[config.mk]
export PLATFORM = sky130hd
export DESIGN_NAME = lsdp_hist_ram
export DESIGN_NICKNAME = d
export VERILOG_FILES = /design/src/rtl/lsdp_pkg.sv /design/src/rtl/lsdp_hist_ram.sv
export SDC_FILE = /design/constraint.sdc
export NUM_CORES = 2
export LEC_CHECK = 0
export BUFFER_PORTS_ARGS = -buffer_cell sky130_fd_sc_hd__buf_2
export CORE_MARGIN = 10
export CORE_UTILIZATION = 55
export DETAILED_ROUTE_END_ITERATION = 8
export PLACE_DENSITY = 0.74
export SYNTH_ARGS = -nofsm -noshare
export SYNTH_HDL_FRONTEND = slang
export SYNTH_SLANG_ARGS = --single-unit
[constraint.sdc]
create_clock -name clk -period 5.85 [get_ports clk]
set_clock_uncertainty 0.15 [all_clocks]
set_input_delay 0.585 -clock clk [delete_from_list [all_inputs] [get_ports clk]]
set_output_delay 0.585 -clock clk [all_outputs]
set_load 0.02 [all_outputs]
[src/rtl/lsdp_pkg.sv]
package lsdp_pkg;

    localparam int CORES     = 4;
    localparam int SETS      = 64;
    localparam int MAX_DEPTH = 16;

    localparam int CORE_W  = 2;
    localparam int SET_W   = (SETS > 1) ? $clog2(SETS) : 1;
    localparam int POS_W   = (MAX_DEPTH > 1) ? $clog2(MAX_DEPTH) : 1;
    localparam int FILL_W  = $clog2(MAX_DEPTH + 1);
    localparam int BINS    = MAX_DEPTH + 1;
    localparam int BIN_W   = $clog2(BINS + 1);
    localparam int ROW_W   = $clog2(CORES * SETS);
    localparam int HADDR_W = $clog2(CORES * BINS);
    localparam int LINE_W  = 48;
    localparam int CNT_W   = 32;
    localparam int SUM_W   = 37;

    localparam logic [1:0] FUNC_MISS  = 2'd0;
    localparam logic [1:0] FUNC_READ  = 2'd1;
    localparam logic [1:0] FUNC_CLEAR = 2'd2;
    localparam logic [1:0] FUNC_NONE  = 2'd3;

    localparam logic [1:0] REG_LINE_SHIFT = 2'd0;
    localparam logic [1:0] REG_DEPTH      = 2'd1;

    typedef logic [LINE_W-1:0] line_t;
    typedef line_t [MAX_DEPTH-1:0] row_t;

    function automatic logic [CNT_W-1:0] sat_inc(input logic [CNT_W-1:0] v);
        sat_inc = (v == '1) ? v : v + 1'b1;
    endfunction

endpackage

[src/rtl/lsdp_hist_ram.sv]
module lsdp_hist_ram (
    input  logic                           clk,
    input  logic                           we,
    input  logic [lsdp_pkg::HADDR_W-1:0]   waddr,
    input  logic [lsdp_pkg::CNT_W-1:0]     wdata,
    input  logic [lsdp_pkg::HADDR_W-1:0]   raddr,
    output logic [lsdp_pkg::CNT_W-1:0]     rdata
);
    logic [lsdp_pkg::CNT_W-1:0] mem [lsdp_pkg::CORES*lsdp_pkg::BINS];

    always_ff @(posedge clk)
    begin
        if (we)
        begin
            mem[waddr] <= wdata;
        end
        rdata <= mem[raddr];
    end
endmodule

# Word-level counts from Yosys, hierarchy flattened
# Memories as Yosys holds them, arrays and structs flattened. A register that Yosys moved wholly into a read port is not among the register bits.
# Cells that the tools add are included.
# Widths: inputs -> output; s select.
[classes]
n_mux = 2
[ops]
columns = ["cell", "count"]
rows = [
  ["$mux 1", 2],
]
[word_totals]
register_bits = 0
ram_bits = 2176
inputBits = 48
wordCells = 3
mem_count = 1
[mem_list]
columns = ["name", "words", "word_bits", "read_ports", "rd_ports_with_merged_regs", "wr", "line_no", "source"]
rows = [
  ["mem", 68, 32, 1, 1, 1, "lsdp_hist_ram.sv:9", "logic [lsdp_pkg::CNT_W-1:0] mem [lsdp_pkg::CORES*lsdp_pkg::BINS];"],
]

# Logic depth before layout (Yosys ltp)
[logic_depth]
ltp_word = 2
depth_mapped = 10
ltp_nobuf = 5

# Worst setup path after synthesis
# No wires, ideal clock.
[synth_timing]
path_type = "input port to flip-flop"
from = "input waddr[5] (netlist bit)"
to = "memory mem[26][0] (netlist bit), enable pin"
setup_ns = 0.461
arrival_time_ns = 3.397
slack_ns = 1.842
path_stages = 4
path_buffers = 0
path_cell_list = "nor2_1 > nand4_1 > or2_2 > nor3_1"
[synth_lines]
columns = ["item", "line_no", "source"]
rows = [
  ["start, declared", "lsdp_hist_ram.sv:4", "input logic [lsdp_pkg::HADDR_W-1:0] waddr,"],
  ["end, declared", "lsdp_hist_ram.sv:9", ""],
]
# No word-level cell before the write port.

==> summary.md <==
| Metric | Value |
|---|---|
| Post-DRT Antenna Nets | `0` |
| WP buf/inv | `2` |
| Initial antenna violation count | `9` |
| Wire length of the first global-routing pass | `294800 um` |
| Top cells by area, synth | `edfxtp_1, mux4_2, mux2i_1` |
| DR WL/cell | `33.60 um` |
| DR vias | `40220` |
| Post-synthesis async set-or-reset flop share | `0%` |
| Register area share after synthesis | `78.65%` |
| Worst skew pair latency | `850 ps` |
| Clock Pin Slew Worst Setup and Hold Paths | `60 ps` |
| Yosys warns | `0` |
| Post-CTS Setup Inserts | `0` |
| Synth cell types | `40` |
| H-tree Lvls | `4` |
| Syn Nets | `3666` |
| WL final | `203600 um` |
| M1 wire length | `76820 um` |
| Metal2 WL | `94830 um` |
| Setup CP Type | `in2reg` |
| Area Overhead vs Synth | `12.09%` |
| Slowest cell on crit path | `mux4_2` |
| Max Root-Sink Buffers | `3` |
| Max frequency | `317.8 MHz` |
| Clock network power share | `40.5%` |
| Max Used Layer | `met5` |
| Count of buffers from port buffering | `79` |
| Clock buffer count from CTS | `204` |
| Measured slew at the worst slew-check pin | `1369 ps` |
| Total Nets Final | `3898` |
| DRC | `0` |
| Ports | `80` |
| Initial Utilization | `55.29%` |
| Most frequent cell after synthesis | `edfxtp_1` |
| Pins Over Slew Limit | `0` |
| NetSw | `6.751 mW` |
| Combinational share of power | `4.8%` |
| Chip Height | `410.6 um` |
| Metal3 WL | `26570 um` |
| Leak | `29.51 nW` |
| CTS root buffer | `clkbuf_16` |
| Int Power | `25.27 mW` |
| Via-to-Cell Ratio | `6.636` |
| Slew HR | `8.751%` |
| CP top delay family | `compound AO/OA/AOI/OAI gates` |
| Total global-route track usage | `24.17%` |
| Cell Count, Final, Fillers Out | `6061` |
| Post-synthesis register bit count | `2208` |
| CTS tree | `built` |
| Arr. time, crit path | `3730 ps` |
| Maximum vdd drop | `0.3070 mV` |
| Final Setup Violations | `0` |
| Initial DRC Count | `6080` |
| Required @ worst endpoint | `6430 ps` |
| Post-synth EDFFs | `2176` |
| Mean area per synthesized cell | `23.19 um^2` |
| RePlAce Congestion | `0.8438` |
| Cells along the critical path | `buf_8 > buf_12 > mux4_2 > a22o_1 > o21ai_1 > o2111ai_1 > a32o_1` |
| Layout cell share with drive strength beyond 1 | `27.78%` |
| Final Total Pwr | `32.03 mW` |
| # hold bufs at CTS | `0` |
| Post-Synthesis Cell Area | `0.08389 mm^2` |
| Worst setup SP type | `primary input` |
| Status | `finished, final reports clean` |
| Period utilization | `53.79%` |
| FP Rows | `143` |
| CP Max Fanout | `94` |
| Placed cells | `5674` |
| Vias in the first global route | `40540` |
| 1st-pass router iterations | `6` |
| CTS resizes | `0` |
| Hold WC Path Type | `in2reg` |
| Largest net degree at the start of global routing | `95` |
| HPWL after detailed placement | `114400 um` |
| Max Cap Viol | `0` |
| Sequential fraction of design power | `54.7%` |
| RSZ-0062 raised after global routing | `false` |
| Switching portion of total power | `21.08%` |
| Main synth FF type | `edfxtp_1` |
| Final min period | `3146 ps` |
| CORE AREA | `0.1517 mm^2` |
| Number of fill cells in the layout | `10024` |
| Die X | `410.6 um` |
| Commonest cells in the netlist | `edfxtp_1, mux4_2, mux2i_1` |
| Post-synth top area cell | `edfxtp_1` |
| R2R setup slack | `3290 ps` |
| Crit path capture type | `flop` |
| Pwr Density | `340.6 mW/mm^2` |
| Hold Vio Cnt, Final | `0` |
| Largest stage delay, worst path | `620 ps` |
| Cells after synthesis | `3618` |
| Setup TNS | `0 ps` |
| Die area | `0.1686 mm^2` |
| Post-synth top area share | `77.89%` |
| CTS sink count | `2208` |
| Total grt overflow | `0` |
[power groups by stage]
stage / clock (mW) / sequential, mW / combinational (mW)
6_report: 13.0 / 17.5 / 1.53
5_1_grt: 13.7 / 17.5 / 1.61
4_1_cts: 13.1 / 17.5 / 1.52
3_5_place_dp: 0 / 17.9 / 1.51
3_3_place_gp: 0 / 17.8 / 1.49
2_1_floorplan: 0 / 17.8 / 0.829
[metrics by stage]
step | setup slack (ps) | utilization (%) | hold WS (ps) | cell area, um^2
6_report | 2704 | 61.98 | 137.9 | 94040
5_1_grt | 2454 | 61.97 | 146.0 | 94030
4_1_cts | 2724 | 61.97 | 91.69 | 94030
3_5_place_dp | 1868 | 57.67 | 502.9 | 87500
3_3_place_gp | 1896 | 57.67 | 495.5 | 87500
2_1_floorplan | 1842 | - | 478.3 | 83890
[cell usage in the layout (no fill, tap or decap), drive strengths merged, types with 47 or more instances in the layout]
cell type,instances
a21oi,64
buf,224
mux4,514
mux2i,210
nor2,87
clkinv,78
nand2,47
edfxtp,2176
a22oi,54
clkbuf,274
[logic make-up (layout without fill, tap and decap cells)]
logic type	after synthesis	after routing	synth area share, %
AO/OA/AOI/OAI	282	282	2.473
flip-flops	2208	2208	78.65
other	0	3	0
multiplexers	738	738	16.49
AND/OR/NAND/NOR	191	191	1.001
buffers and inverters	199	609	1.384
[area by class of cell]
cell class	count	area (um^2)	share of cell area (%)
Antenna cell	3	7.507	0.007983
Clock buffer	274	5490	5.839
Clock inverter	110	1041	1.107
Inverter	1	3.754	0.003992
Multi-Input combinational cell	1211	17290	18.39
Sequential cell	2208	65980	70.17
Tap cell	2030	2540	2.701
Timing Repair Buffer	224	1679	1.786
[metal layers]
layer  up-vias  global-route usage [%]
li1      15967                       -
met4        12                   7.098
met1     21233                   34.79
met3       347                   7.006
met5         -                       0
met2      2661                   36.34
[worst paths after layout]
check	startpoint	endpoint	cells after the start
worst max-delay path	raddr[0]	rdata[28]	7
worst min-delay path	raddr[5]	rdata[5]	3
worst max register to register	mem[63][7]	rdata[7]	5
worst min register to register	mem[66][3]	rdata[3]	3
[state kept, by name (all words and copies together) (netlist names)]
signal,cells
mem,2176
rdata,32
[worst register-to-register path: cells and delay by family (launching register included)]
kind / cells / cell delay [ps]
AO/OA/AOI/OAI: 4 / 1410
multiplexers: 1 / 490
flip-flops: 1 / 400
No activity file was read; power rests on OpenSTA's default activity.
